## src/rtl/eaa_pkg.sv

```systemverilog
package eaa_pkg;

    typedef enum logic [1:0] {
        MODE_LAYER_START = 2'd0,
        MODE_RECORD      = 2'd1,
        MODE_LAYER_END   = 2'd2,
        MODE_RESET       = 2'd3
    } eaa_mode_t;

    localparam int OP_W      = 3;
    localparam int WEIGHT_W  = 16;
    localparam int LIMIT_W   = 5;
    localparam int COUNT_W   = 32;
    localparam int LAT_W     = 32;
    localparam int ACC_W     = 64;
    localparam int PROD_W    = COUNT_W + WEIGHT_W;
    localparam int CMP_W     = 8;

    localparam logic [OP_W-1:0] OP_INT8_MAC   = 3'd0;
    localparam logic [OP_W-1:0] OP_FP32_MAC   = 3'd1;
    localparam logic [OP_W-1:0] OP_SRAM_READ  = 3'd2;
    localparam logic [OP_W-1:0] OP_SRAM_WRITE = 3'd3;

    localparam int CFG_INDEX_W = 3;
    localparam int CFG_DATA_W  = 16;

    localparam logic [CFG_INDEX_W-1:0] CFG_WEIGHT_INT8_MAC   = 3'd0;
    localparam logic [CFG_INDEX_W-1:0] CFG_WEIGHT_FP32_MAC   = 3'd1;
    localparam logic [CFG_INDEX_W-1:0] CFG_WEIGHT_SRAM_READ  = 3'd2;
    localparam logic [CFG_INDEX_W-1:0] CFG_WEIGHT_SRAM_WRITE = 3'd3;
    localparam logic [CFG_INDEX_W-1:0] CFG_LAYER_LIMIT       = 3'd4;

    localparam logic [WEIGHT_W-1:0] WEIGHT_RESET = 16'd1;
    localparam logic [LIMIT_W-1:0]  LIMIT_RESET  = 5'd16;
    localparam logic [CMP_W-1:0]    LAYER_CEILING = 8'd16;

    localparam int QUEUE_DEPTH = 2;

    localparam int S_TDATA_W = 64;
    localparam int S_TUSER_W = 5;
    localparam int M_TDATA_W = 456;
    localparam int M_TUSER_W = 1;

    typedef struct packed {
        logic [WEIGHT_W-1:0] int8_mac;
        logic [WEIGHT_W-1:0] fp32_mac;
        logic [WEIGHT_W-1:0] sram_read;
        logic [WEIGHT_W-1:0] sram_write;
    } eaa_weights_t;

    typedef struct packed {
        eaa_mode_t          mode;
        logic               add_mac;
        logic               add_read;
        logic               add_write;
        logic [COUNT_W-1:0] count;
        logic [PROD_W-1:0]  energy;
        logic [LAT_W-1:0]   latency;
    } eaa_item_t;

    typedef struct packed {
        logic               status;
        logic [LIMIT_W-1:0] layers_closed;
        logic [ACC_W-1:0]   layer_mac_ops;
        logic [ACC_W-1:0]   layer_energy;
        logic [ACC_W-1:0]   sum_mac_ops;
        logic [ACC_W-1:0]   sum_reads;
        logic [ACC_W-1:0]   sum_writes;
        logic [ACC_W-1:0]   sum_energy;
        logic [LAT_W-1:0]   sum_latency;
        logic [LAT_W-1:0]   inference_number;
    } eaa_result_t;

endpackage

```

## src/rtl/eaa_front.sv

```systemverilog
module eaa_front (
    input  logic                          aclk,
    input  logic                          aresetn,
    input  logic                          s_tvalid,
    output logic                          s_tready,
    // s_tuser: mode [1:0], op_type [4:2]
    input  logic [eaa_pkg::S_TUSER_W-1:0] s_tuser,
    // s_tdata: count [31:0], layer_latency [63:32]
    input  logic [eaa_pkg::S_TDATA_W-1:0] s_tdata,
    input  eaa_pkg::eaa_weights_t         weights,
    output logic                          out_valid,
    input  logic                          out_ready,
    output eaa_pkg::eaa_item_t            out_item
);
    import eaa_pkg::*;

    logic               front_valid_reg;
    logic               front_valid_next;
    eaa_item_t          front_item_reg;
    eaa_item_t          front_item_next;
    logic               accept;
    logic [OP_W-1:0]    op;
    logic [COUNT_W-1:0] count;
    logic [WEIGHT_W-1:0] weight;

    assign s_tready = !front_valid_reg || out_ready;
    assign accept   = s_tvalid && s_tready;
    assign op       = s_tuser[4:2];
    assign count    = s_tdata[COUNT_W-1:0];

    always_comb begin
        unique case (op)
            OP_INT8_MAC:   weight = weights.int8_mac;
            OP_FP32_MAC:   weight = weights.fp32_mac;
            OP_SRAM_READ:  weight = weights.sram_read;
            OP_SRAM_WRITE: weight = weights.sram_write;
            default:       weight = WEIGHT_RESET;
        endcase
    end

    always_comb begin
        front_item_next.mode      = eaa_mode_t'(s_tuser[1:0]);
        front_item_next.add_mac   = (op == OP_INT8_MAC) || (op == OP_FP32_MAC);
        front_item_next.add_read  = (op == OP_SRAM_READ);
        front_item_next.add_write = (op == OP_SRAM_WRITE);
        front_item_next.count     = count;
        front_item_next.energy    = PROD_W'(count) * PROD_W'(weight);
        front_item_next.latency   = s_tdata[S_TDATA_W-1:COUNT_W];

        front_valid_next = front_valid_reg;
        if (accept) begin
            front_valid_next = 1'b1;
        end else if (out_ready) begin
            front_valid_next = 1'b0;
        end
    end

    always_ff @(posedge aclk) begin
        if (!aresetn) begin
            front_valid_reg <= 1'b0;
        end else begin
            front_valid_reg <= front_valid_next;
        end
        if (accept) begin
            front_item_reg <= front_item_next;
        end
    end

    assign out_valid = front_valid_reg;
    assign out_item  = front_item_reg;

endmodule

```

## src/rtl/eaa_queue.sv

```systemverilog
module eaa_queue (
    input  logic               aclk,
    input  logic               aresetn,
    input  logic               in_valid,
    output logic               in_ready,
    input  eaa_pkg::eaa_item_t in_item,
    output logic               out_valid,
    input  logic               out_ready,
    output eaa_pkg::eaa_item_t out_item
);
    import eaa_pkg::*;

    localparam int PTR_W = (QUEUE_DEPTH > 1) ? $clog2(QUEUE_DEPTH) : 1;
    localparam int CNT_W = $clog2(QUEUE_DEPTH + 1);
    localparam logic [PTR_W-1:0] LAST_PTR = PTR_W'(QUEUE_DEPTH - 1);
    localparam logic [CNT_W-1:0] FULL_CNT = CNT_W'(QUEUE_DEPTH);

    eaa_item_t        entries_reg [QUEUE_DEPTH];
    logic [PTR_W-1:0] wr_ptr_reg;
    logic [PTR_W-1:0] wr_ptr_next;
    logic [PTR_W-1:0] rd_ptr_reg;
    logic [PTR_W-1:0] rd_ptr_next;
    logic [CNT_W-1:0] fill_reg;
    logic [CNT_W-1:0] fill_next;
    logic             push;
    logic             pop;

    assign in_ready  = (fill_reg != FULL_CNT);
    assign out_valid = (fill_reg != '0);
    assign out_item  = entries_reg[rd_ptr_reg];
    assign push      = in_valid && in_ready;
    assign pop       = out_valid && out_ready;

    always_comb begin
        wr_ptr_next = wr_ptr_reg;
        rd_ptr_next = rd_ptr_reg;
        fill_next   = fill_reg;
        if (push) begin
            wr_ptr_next = (wr_ptr_reg == LAST_PTR) ? '0 : wr_ptr_reg + 1'b1;
        end
        if (pop) begin
            rd_ptr_next = (rd_ptr_reg == LAST_PTR) ? '0 : rd_ptr_reg + 1'b1;
        end
        if (push && !pop) begin
            fill_next = fill_reg + 1'b1;
        end else if (pop && !push) begin
            fill_next = fill_reg - 1'b1;
        end
    end

    always_ff @(posedge aclk) begin
        if (!aresetn) begin
            wr_ptr_reg <= '0;
            rd_ptr_reg <= '0;
            fill_reg   <= '0;
        end else begin
            wr_ptr_reg <= wr_ptr_next;
            rd_ptr_reg <= rd_ptr_next;
            fill_reg   <= fill_next;
        end
        if (push) begin
            entries_reg[wr_ptr_reg] <= in_item;
        end
    end

endmodule

```

## src/rtl/eaa_back.sv

```systemverilog
module eaa_back (
    input  logic                        aclk,
    input  logic                        aresetn,
    input  logic                        in_valid,
    output logic                        in_ready,
    input  eaa_pkg::eaa_item_t          in_item,
    input  logic [eaa_pkg::LIMIT_W-1:0] layer_limit,
    output logic                        m_valid,
    input  logic                        m_ready,
    output eaa_pkg::eaa_result_t        result
);
    import eaa_pkg::*;

    logic [ACC_W-1:0]   layer_mac_reg,    layer_mac_next;
    logic [ACC_W-1:0]   layer_read_reg,   layer_read_next;
    logic [ACC_W-1:0]   layer_write_reg,  layer_write_next;
    logic [ACC_W-1:0]   layer_energy_reg, layer_energy_next;
    logic [ACC_W-1:0]   mac_total_reg,    mac_total_next;
    logic [ACC_W-1:0]   read_total_reg,   read_total_next;
    logic [ACC_W-1:0]   write_total_reg,  write_total_next;
    logic [ACC_W-1:0]   energy_total_reg, energy_total_next;
    logic [LAT_W-1:0]   latency_total_reg, latency_total_next;
    logic [LIMIT_W-1:0] closed_reg,       closed_next;
    logic [LAT_W-1:0]   inference_reg,    inference_next;
    logic               out_valid_reg,    out_valid_next;
    eaa_result_t        result_reg,       result_next;

    logic               pop;
    logic               limit_hit;
    logic               status;
    logic [CMP_W-1:0]   limit_eff;

    assign in_ready  = !out_valid_reg || m_ready;
    assign pop       = in_valid && in_ready;
    assign limit_eff = (CMP_W'(layer_limit) > LAYER_CEILING) ? LAYER_CEILING
                                                              : CMP_W'(layer_limit);
    assign limit_hit = (CMP_W'(closed_reg) >= limit_eff);

    always_comb begin
        layer_mac_next     = layer_mac_reg;
        layer_read_next    = layer_read_reg;
        layer_write_next   = layer_write_reg;
        layer_energy_next  = layer_energy_reg;
        mac_total_next     = mac_total_reg;
        read_total_next    = read_total_reg;
        write_total_next   = write_total_reg;
        energy_total_next  = energy_total_reg;
        latency_total_next = latency_total_reg;
        closed_next        = closed_reg;
        inference_next     = inference_reg;
        status             = 1'b0;

        if (pop) begin
            if (in_item.mode == MODE_RESET) begin
                mac_total_next     = '0;
                read_total_next    = '0;
                write_total_next   = '0;
                energy_total_next  = '0;
                latency_total_next = '0;
                closed_next        = '0;
                inference_next     = inference_reg + 1'b1;
            end else if (limit_hit) begin
                status = 1'b1;
            end else begin
                unique case (in_item.mode)
                    MODE_LAYER_START: begin
                        layer_mac_next    = '0;
                        layer_read_next   = '0;
                        layer_write_next  = '0;
                        layer_energy_next = '0;
                    end
                    MODE_RECORD: begin
                        if (in_item.add_mac) begin
                            layer_mac_next = layer_mac_reg + ACC_W'(in_item.count);
                        end
                        if (in_item.add_read) begin
                            layer_read_next = layer_read_reg + ACC_W'(in_item.count);
                        end
                        if (in_item.add_write) begin
                            layer_write_next = layer_write_reg + ACC_W'(in_item.count);
                        end
                        layer_energy_next = layer_energy_reg + ACC_W'(in_item.energy);
                    end
                    MODE_LAYER_END: begin
                        mac_total_next     = mac_total_reg + layer_mac_reg;
                        read_total_next    = read_total_reg + layer_read_reg;
                        write_total_next   = write_total_reg + layer_write_reg;
                        energy_total_next  = energy_total_reg + layer_energy_reg;
                        latency_total_next = latency_total_reg + in_item.latency;
                        closed_next        = closed_reg + 1'b1;
                        layer_mac_next     = '0;
                        layer_read_next    = '0;
                        layer_write_next   = '0;
                        layer_energy_next  = '0;
                    end
                    default: begin
                        status = 1'b0;
                    end
                endcase
            end
        end

        result_next.status           = status;
        result_next.layers_closed    = closed_next;
        result_next.layer_mac_ops    = layer_mac_next;
        result_next.layer_energy     = layer_energy_next;
        result_next.sum_mac_ops      = mac_total_next;
        result_next.sum_reads        = read_total_next;
        result_next.sum_writes       = write_total_next;
        result_next.sum_energy       = energy_total_next;
        result_next.sum_latency      = latency_total_next;
        result_next.inference_number = inference_next;

        out_valid_next = out_valid_reg;
        if (pop) begin
            out_valid_next = 1'b1;
        end else if (m_ready) begin
            out_valid_next = 1'b0;
        end
    end

    always_ff @(posedge aclk) begin
        if (!aresetn) begin
            layer_mac_reg     <= '0;
            layer_read_reg    <= '0;
            layer_write_reg   <= '0;
            layer_energy_reg  <= '0;
            mac_total_reg     <= '0;
            read_total_reg    <= '0;
            write_total_reg   <= '0;
            energy_total_reg  <= '0;
            latency_total_reg <= '0;
            closed_reg        <= '0;
            inference_reg     <= '0;
            out_valid_reg     <= 1'b0;
        end else begin
            layer_mac_reg     <= layer_mac_next;
            layer_read_reg    <= layer_read_next;
            layer_write_reg   <= layer_write_next;
            layer_energy_reg  <= layer_energy_next;
            mac_total_reg     <= mac_total_next;
            read_total_reg    <= read_total_next;
            write_total_reg   <= write_total_next;
            energy_total_reg  <= energy_total_next;
            latency_total_reg <= latency_total_next;
            closed_reg        <= closed_next;
            inference_reg     <= inference_next;
            out_valid_reg     <= out_valid_next;
        end
        if (pop) begin
            result_reg <= result_next;
        end
    end

    assign m_valid = out_valid_reg;
    assign result  = result_reg;

    a_reset_clears_count: assert property (@(posedge aclk) disable iff (!aresetn)
        pop && (in_item.mode == MODE_RESET) |=> (closed_reg == '0))
        else $error("closed layer count not cleared by a profile reset");

    a_count_in_range: assert property (@(posedge aclk) disable iff (!aresetn)
        CMP_W'(closed_reg) <= LAYER_CEILING)
        else $error("closed layer count beyond the layer maximum");

    a_limit_freezes_state: assert property (@(posedge aclk) disable iff (!aresetn)
        pop && limit_hit && (in_item.mode != MODE_RESET)
        |=> $stable(closed_reg) && $stable(layer_energy_reg) && $stable(mac_total_reg))
        else $error("state changed by a transfer refused at the layer limit");

endmodule

```

## src/rtl/energy_activity_accumulator_top.sv

```systemverilog
// A result reaches the master side from its input transfer through the input register
// with the energy multiplier, the two-entry queue and the result register.
// Throughput: one item per cycle unless the master stalls; all counters update at once.
// Configuration writes are taken in every cycle and act on the next edge.
// Reset (aresetn low, synchronous) clears all counters, sets every weight to one
// and the layer limit to sixteen; no clearing pass is needed.
module energy_activity_accumulator_top (
    input  logic                            aclk,
    input  logic                            aresetn,
    input  logic                            s_tvalid,
    output logic                            s_tready,
    // s_tuser: mode [1:0], op_type [4:2]
    input  logic [eaa_pkg::S_TUSER_W-1:0]   s_tuser,
    // s_tdata: count [31:0], layer_latency [63:32]
    input  logic [eaa_pkg::S_TDATA_W-1:0]   s_tdata,
    output logic                            m_tvalid,
    input  logic                            m_tready,
    // m_tuser: status [0]
    output logic [eaa_pkg::M_TUSER_W-1:0]   m_tuser,
    // m_tdata: layers_closed [4:0], layer_mac_ops [68:5], layer_energy [132:69],
    // sum_mac_ops [196:133], sum_reads [260:197], sum_writes [324:261],
    // sum_energy [388:325], sum_latency [420:389], inference_number [452:421], zero fill
    output logic [eaa_pkg::M_TDATA_W-1:0]   m_tdata,
    input  logic                            cfg_valid,
    output logic                            cfg_ready,
    input  logic [eaa_pkg::CFG_INDEX_W-1:0] cfg_index,
    input  logic [eaa_pkg::CFG_DATA_W-1:0]  cfg_data
);
    import eaa_pkg::*;

    eaa_weights_t       weights_reg, weights_next;
    logic [LIMIT_W-1:0] limit_reg,   limit_next;
    logic               cfg_write;

    logic               front_valid;
    logic               front_ready;
    eaa_item_t          front_item;
    logic               queue_valid;
    logic               queue_ready;
    eaa_item_t          queue_item;
    eaa_result_t        result;

    assign cfg_ready = 1'b1;
    assign cfg_write = cfg_valid && cfg_ready;

    always_comb begin
        weights_next = weights_reg;
        limit_next   = limit_reg;
        if (cfg_write) begin
            unique case (cfg_index)
                CFG_WEIGHT_INT8_MAC:   weights_next.int8_mac   = cfg_data;
                CFG_WEIGHT_FP32_MAC:   weights_next.fp32_mac   = cfg_data;
                CFG_WEIGHT_SRAM_READ:  weights_next.sram_read  = cfg_data;
                CFG_WEIGHT_SRAM_WRITE: weights_next.sram_write = cfg_data;
                CFG_LAYER_LIMIT:       limit_next = cfg_data[LIMIT_W-1:0];
                default:               limit_next = limit_reg;
            endcase
        end
    end

    always_ff @(posedge aclk) begin
        if (!aresetn) begin
            weights_reg <= '{WEIGHT_RESET, WEIGHT_RESET, WEIGHT_RESET, WEIGHT_RESET};
            limit_reg   <= LIMIT_RESET;
        end else begin
            weights_reg <= weights_next;
            limit_reg   <= limit_next;
        end
    end

    eaa_front u_front (
        .aclk      (aclk),
        .aresetn   (aresetn),
        .s_tvalid  (s_tvalid),
        .s_tready  (s_tready),
        .s_tuser   (s_tuser),
        .s_tdata   (s_tdata),
        .weights   (weights_reg),
        .out_valid (front_valid),
        .out_ready (front_ready),
        .out_item  (front_item)
    );

    eaa_queue u_queue (
        .aclk      (aclk),
        .aresetn   (aresetn),
        .in_valid  (front_valid),
        .in_ready  (front_ready),
        .in_item   (front_item),
        .out_valid (queue_valid),
        .out_ready (queue_ready),
        .out_item  (queue_item)
    );

    eaa_back u_back (
        .aclk        (aclk),
        .aresetn     (aresetn),
        .in_valid    (queue_valid),
        .in_ready    (queue_ready),
        .in_item     (queue_item),
        .layer_limit (limit_reg),
        .m_valid     (m_tvalid),
        .m_ready     (m_tready),
        .result      (result)
    );

    assign m_tuser = result.status;
    assign m_tdata = {3'b000, result.inference_number, result.sum_latency,
                      result.sum_energy, result.sum_writes, result.sum_reads,
                      result.sum_mac_ops, result.layer_energy, result.layer_mac_ops,
                      result.layers_closed};

endmodule

```

## config.mk

```make
export PLATFORM = sky130hd
export DESIGN_NAME = energy_activity_accumulator_top
export DESIGN_NICKNAME = d
export VERILOG_FILES = /design/src/rtl/eaa_pkg.sv /design/src/rtl/eaa_front.sv /design/src/rtl/eaa_queue.sv /design/src/rtl/eaa_back.sv /design/src/rtl/energy_activity_accumulator_top.sv
export SDC_FILE = /design/constraint.sdc
export NUM_CORES = 2
export LEC_CHECK = 0
export CORE_AREA = 4 4 515 517
export CTS_CLUSTER_DIAMETER = 50
export DETAILED_ROUTE_END_ITERATION = 16
export DIE_AREA = 0 0 519 521
export DONT_BUFFER_PORTS = 1
export MAX_ROUTING_LAYER = met4
export PLACE_DENSITY = 0.62
export SYNTH_ARGS = -nofsm -noshare
export SYNTH_HDL_FRONTEND = slang
export SYNTH_SLANG_ARGS = --single-unit
export TNS_END_PERCENT = 10
```

## constraint.sdc

```tcl
create_clock -name aclk -period 13.06 [get_ports aclk]
set_input_delay 1.306 -clock aclk [delete_from_list [all_inputs] [get_ports aclk]]
set_output_delay 1.306 -clock aclk [all_outputs]
set_load 0.02 [all_outputs]
```

* Word level (Yosys, flattened, before mapping)
Memory sizes are Yosys's and may differ from the RTL's. A register that Yosys moved wholly into a read port is not among the register bits.
Index checks and enable logic that the tools add are counted.
** Storage, ports and cells
- Flip-flop bits (word level) :: 1227
- Memory bits (writable) :: 234
- Logic and storage cells :: 154
- Memories kept :: 1
** Memory list
- u_queue.entries_reg :: depth 2, width 117, rd ports 1, clocked after Yosys merged registers in 1, write ports 1, RTL line eaa_queue.sv:18 : eaa_item_t entries_reg [QUEUE_DEPTH];
** Cells by class
- $add $sub $neg :: 15
- $mul :: 1
- $lt $le $gt $ge :: 2
- Equality and inequality tests :: 13
- Multiplexer cells :: 54
- Bitwise operators :: 2
- Reduce and logical (&&, ||, !) cells :: 28
** Operators with widths (count)
- two-way mux 64 bit :: 25
- case mux 64 bit (2 select lines) :: 4
- adder 64 bit :: 4
- adder 64 x 32 -> 64 bit :: 3
- two-way mux 32 bit :: 6
- adder 64 x 48 -> 64 bit :: 1
- case mux 16 bit (4 select lines) :: 1
- multiplier 32 x 16 -> 48 bit :: 1
- adder 32 x 1 -> 32 bit, second input constant :: 1
- adder 32 bit :: 1
- two-way mux 5 bit :: 5
- equality test 3 x 2 -> 1 bit, second input constant :: 4
- two-way mux 1 bit :: 11
- AND reduction 2 bit :: 5
- AND reduction 5 bit :: 2
- nonzero test 2 bit :: 5
- greater-or-equal comparator 5 x 8 -> 1 bit :: 1
- equality test 3 x 1 -> 1 bit, second input constant :: 2
- zero test 3 bit :: 2
- != test 2 bit, second input constant :: 3
- adder 5 x 1 -> 5 bit, second input constant :: 1
- greater-than comparator 5 bit, second input constant :: 1
- logical AND 1 bit :: 5
- equality test 2 bit, second input constant :: 2
- other kinds (11) :: 19

* Longest topological paths before layout
- Depth after elaboration :: 6
- Mapped depth :: 30
- Mapped depth without buffers :: 27

* By module
Synthesis repeated with hierarchy kept, for this count alone.
** Second synthesis, totals
- Cells, all modules :: 9250
- Area, all modules :: 92618.8 µm²
** Modules (own cells, without submodules)
- eaa_back :: instances 1, cells an instance 6563, area each 60782.0 µm²
- eaa_front :: instances 1, cells an instance 2044, area each 20383.3 µm²
- eaa_queue :: instances 1, cells an instance 388, area each 8795.9 µm²
- energy_activity_accumulator_top :: instances 1, cells an instance 255, area each 2657.5 µm²

* Least setup slack after synthesis
No wires, ideal clock.
- Kind :: input port to flip-flop
- From :: input port m_tready
- To :: register u_back.mac_total_reg[45]
- Setup time :: 132 ps
- Arrival :: 12790 ps
- Data required time :: 12928 ps
- Slack :: 138 ps
- Stages on the path :: 7
- Cells stage by stage :: nor2b_1 or2_2 clkbuf_1 inv_1 o21ai_0 o31ai_1 a21oi_1
** Between the ends
- Cells in the longest elaborated chain, start to end :: 3
** Ends and longest elaborated chain
- start: declaration :: RTL line energy_activity_accumulator_top.sv:17 : input logic m_tready,
- logical OR 1 bit :: RTL line eaa_back.sv:33 : assign in_ready = !out_valid_reg || m_ready;
- logical AND 1 bit :: RTL line eaa_back.sv:34 : assign pop = in_valid && in_ready;
- two-way mux 64 bit :: RTL line eaa_back.sv:53 : if (pop) begin
- end signal: assignment :: RTL line eaa_back.sv:141 : mac_total_reg <= mac_total_next;
- end: declaration :: RTL line eaa_back.sv:18 : logic [ACC_W-1:0] mac_total_reg, mac_total_next;
Every way passes these cells.
A chain may end at the register's enable or synchronous reset.

==> impl_metrics.tcl <==
set metrics [dict create \
    status "finished, final reports clean" \
    period_share 0.642 \
    layoutNonFillerInstCount 12500 \
    placedInstanceArea_sq_mm 0.0941 \
    ctsRootBufferMaster "clkbuf_16" \
    routed_via_density 5.42 \
    drv_cap 0 \
    yosys-top-cells-area "edfxtp_1 27%, dfxtp_1 14%, fa_1 9.4%" \
    drcViolationCount 0 \
    synth.distinct_cells 93 \
    synth_edf_count 805 \
    synth_commonest_cells "1030 x nand2_1, 805 x edfxtp_1, 657 x dfxtp_1" \
    avgSynthCellArea_sq_um 10.0 \
    max_stage_delay_ps 890 \
    dieWidth_microns 519 \
    cp.depth 25 \
    worstPathArrival_ps 8990 \
    clkLatencyLatePin_ps 890 \
    max_freq_ghz 0.119 \
    synth_most_common_cell "nand2_1" \
    place_inst 12100 \
    ys_seq_elements 1462 \
    period_minus_slack_ps 8380 \
    drive_gt1_frac 0.0690 \
    fin_util 0.389 \
    gp_congestion 0.938 \
    drt_pass1_iterations 5 \
    critPathBufInv 3 \
    required_ps 13670 \
    cts_num_sinks 1462 \
    die_area_sq_mm 0.270 \
    antenna_left 0 \
    p_leak_nw 41.9 \
    ctsResizeCount 0 \
    crit_slowest_cell "nor2b_4" \
    grt_pass1_vias 67500 \
    start_util 0.348 \
    numCtsBuffers 214 \
    synthCells 9039 \
    groute.usage.overall 0.213 \
    async_reset_ff_frac 0 \
    fillers 25500 \
    path_clk_slew_ps 60 \
    worst_r2r_path_depth 25 \
    synth-main-ff-cell "edfxtp_1" \
    ys_warn_count 0 \
    finalMaxSlewViolations 0 \
    finClkSkew_ps 92.7 \
    ys_seq_area_frac 0.411 \
    area_growth_pct 11.7 \
    final.setup.tns_ps 0 \
    final_hold_viol_count 0 \
    die_y_microns 521 \
    grt_overflow 0 \
    cts_hold_buf 0 \
    crit_type "input port to flip-flop" \
    setup_violations 0 \
    cpMostUsedCell "fa_1" \
    hp-class "flip-flop to flip-flop" \
    nets 9963 \
    power_mw 16.8 \
    htree_levels 4 \
    post-place-ws_ps 3860 \
    postCtsSetupRepairBufs 0 \
    grt_pass1_wl_mm 433 \
    path_delay_family "adder cells" \
    largest_reg_flops 454 \
    first_iter_violations 5387 \
    synth_top_area_share 0.266 \
    dp_hpwl_mm 213 \
    core-area_sq_mm 0.261 \
    rsz0062_at_grt "false" \
    min_path_cells 0 \
    end_kind "flip-flop" \
    relSlewSlack 0.0902 \
    grt_start_max_net_pins 426 \
    tightestPinTransition_ps 1360 \
    peakVddDrop_mv 0.179 \
    vias 67700 \
    io_pins 553 \
    p_per_area_mw_per_mm2 166 \
    clockBufferDepth 4 \
    cp-start-kind "input port" \
    avgRoutedWirePerCell_microns 23.1 \
    syn_area_sq_mm 0.0908 \
    io_buffers 0 \
    setup_ws_ps 4680 \
    holdWs_ps 433 \
    antenna_found_initial 18 \
    fin_area_sq_mm 0.101 \
    drt-total-wl_mm 288 \
    rows 188 \
    cts_tree "yes" \
    yosys.area.top_type "edfxtp_1" \
    critPathMaxFanout 32 \
]
[worst register-to-register path, cell delays in order, from the launching register on]
cell	delay [ps]
dfxtp_1	330
mux4_2	230
nor2b_4	890
nand2_1	210
fa_1	540
fa_1	520
fa_1	520
inv_1	50
fa_1	480
fa_1	500
inv_1	50
fa_1	480
inv_1	40
ha_1	350
a21o_1	180
a21oi_1	120
o21ai_0	100
a21o_1	220
a311o_1	370
o21ai_0	540
a21oi_1	200
o21ai_0	340
nand2b_1	140
a21oi_1	230
o21ai_0	150
xor2_1	160
[placed cells by master (no fill, tap or decap), types with 99 or more instances in the layout]
| cell | instances |
|---|---|
| a21o_1 | 318 |
| a21oi_1 | 523 |
| a22o_1 | 260 |
| and2_1 | 523 |
| clkbuf_16 | 219 |
| dfxtp_1 | 656 |
| edfxtp_1 | 805 |
| fa_1 | 427 |
| ha_1 | 555 |
| inv_1 | 576 |
| mux2_2 | 115 |
| nand2_1 | 1026 |
| nand3_1 | 157 |
| nand4_1 | 106 |
| nor2_1 | 455 |
| nor2b_1 | 99 |
| o21ai_0 | 450 |
| xnor2_1 | 367 |
| xor2_1 | 199 |
[where the power goes]
group	switching (mW)	total (mW)	leakage, nW	internal [mW]
clock network	2.31	5.85	3.53	3.54
registers	1.14	7.05	13.1	5.91
logic	2.79	3.93	25.3	1.15
total	6.24	16.8	41.9	10.6
[cell families (layout without fill, tap and decap cells)]
kind of cell / after synthesis / count (layout) / synth area share
AOI/OAI and AO/OA: 2134 / 2134 / 0.156
buffers and inverters: 1007 / 1029 / 0.0418
adders and majority gates: 982 / 982 / 0.171
and+or+nand+nor: 2739 / 2739 / 0.146
DFF: 1462 / 1462 / 0.411
muxes: 147 / 147 / 0.0200
other: 2 / 14 / 0.0000827
xor gates and xnor gates: 566 / 566 / 0.0546
[layout make-up]
| type | instances | area [sq um] | area share |
|---|---|---|---|
| diodes | 10 | 25.0 | 0.000247 |
| clock buffers | 249 | 5680 | 0.0560 |
| well taps | 3420 | 4280 | 0.0422 |
| clock inverters | 142 | 1600 | 0.0158 |
| multi-input cells | 6572 | 49900 | 0.492 |
| repair buffers | 61 | 470 | 0.00464 |
| inverters | 577 | 2170 | 0.0214 |
| flip-flops and latches | 1462 | 37300 | 0.368 |
[layer usage]
layer  global-route usage  share of wire  vias to the layer above
met1                0.278           0.44                    33500
met3               0.0328          0.057                      504
met5                    -              0                        -
met4               0.0838          0.043                        0
li1                     -              -                    31500
met2                0.334           0.46                     2176
[worst paths after layout]
check	slack, ps	to	startpoint
worst min register to register	430	u_queue.entries_reg[1][115]	u_front.out_item[115]
worst max register to register	4890	u_front.out_item[77]	weights_reg[33]
worst max-delay path	4680	u_front.out_item[77]	s_tuser[2]
worst min-delay path	430	u_queue.entries_reg[1][115]	u_front.out_item[115]
Note: power is estimated with default switching activity, not from simulation.
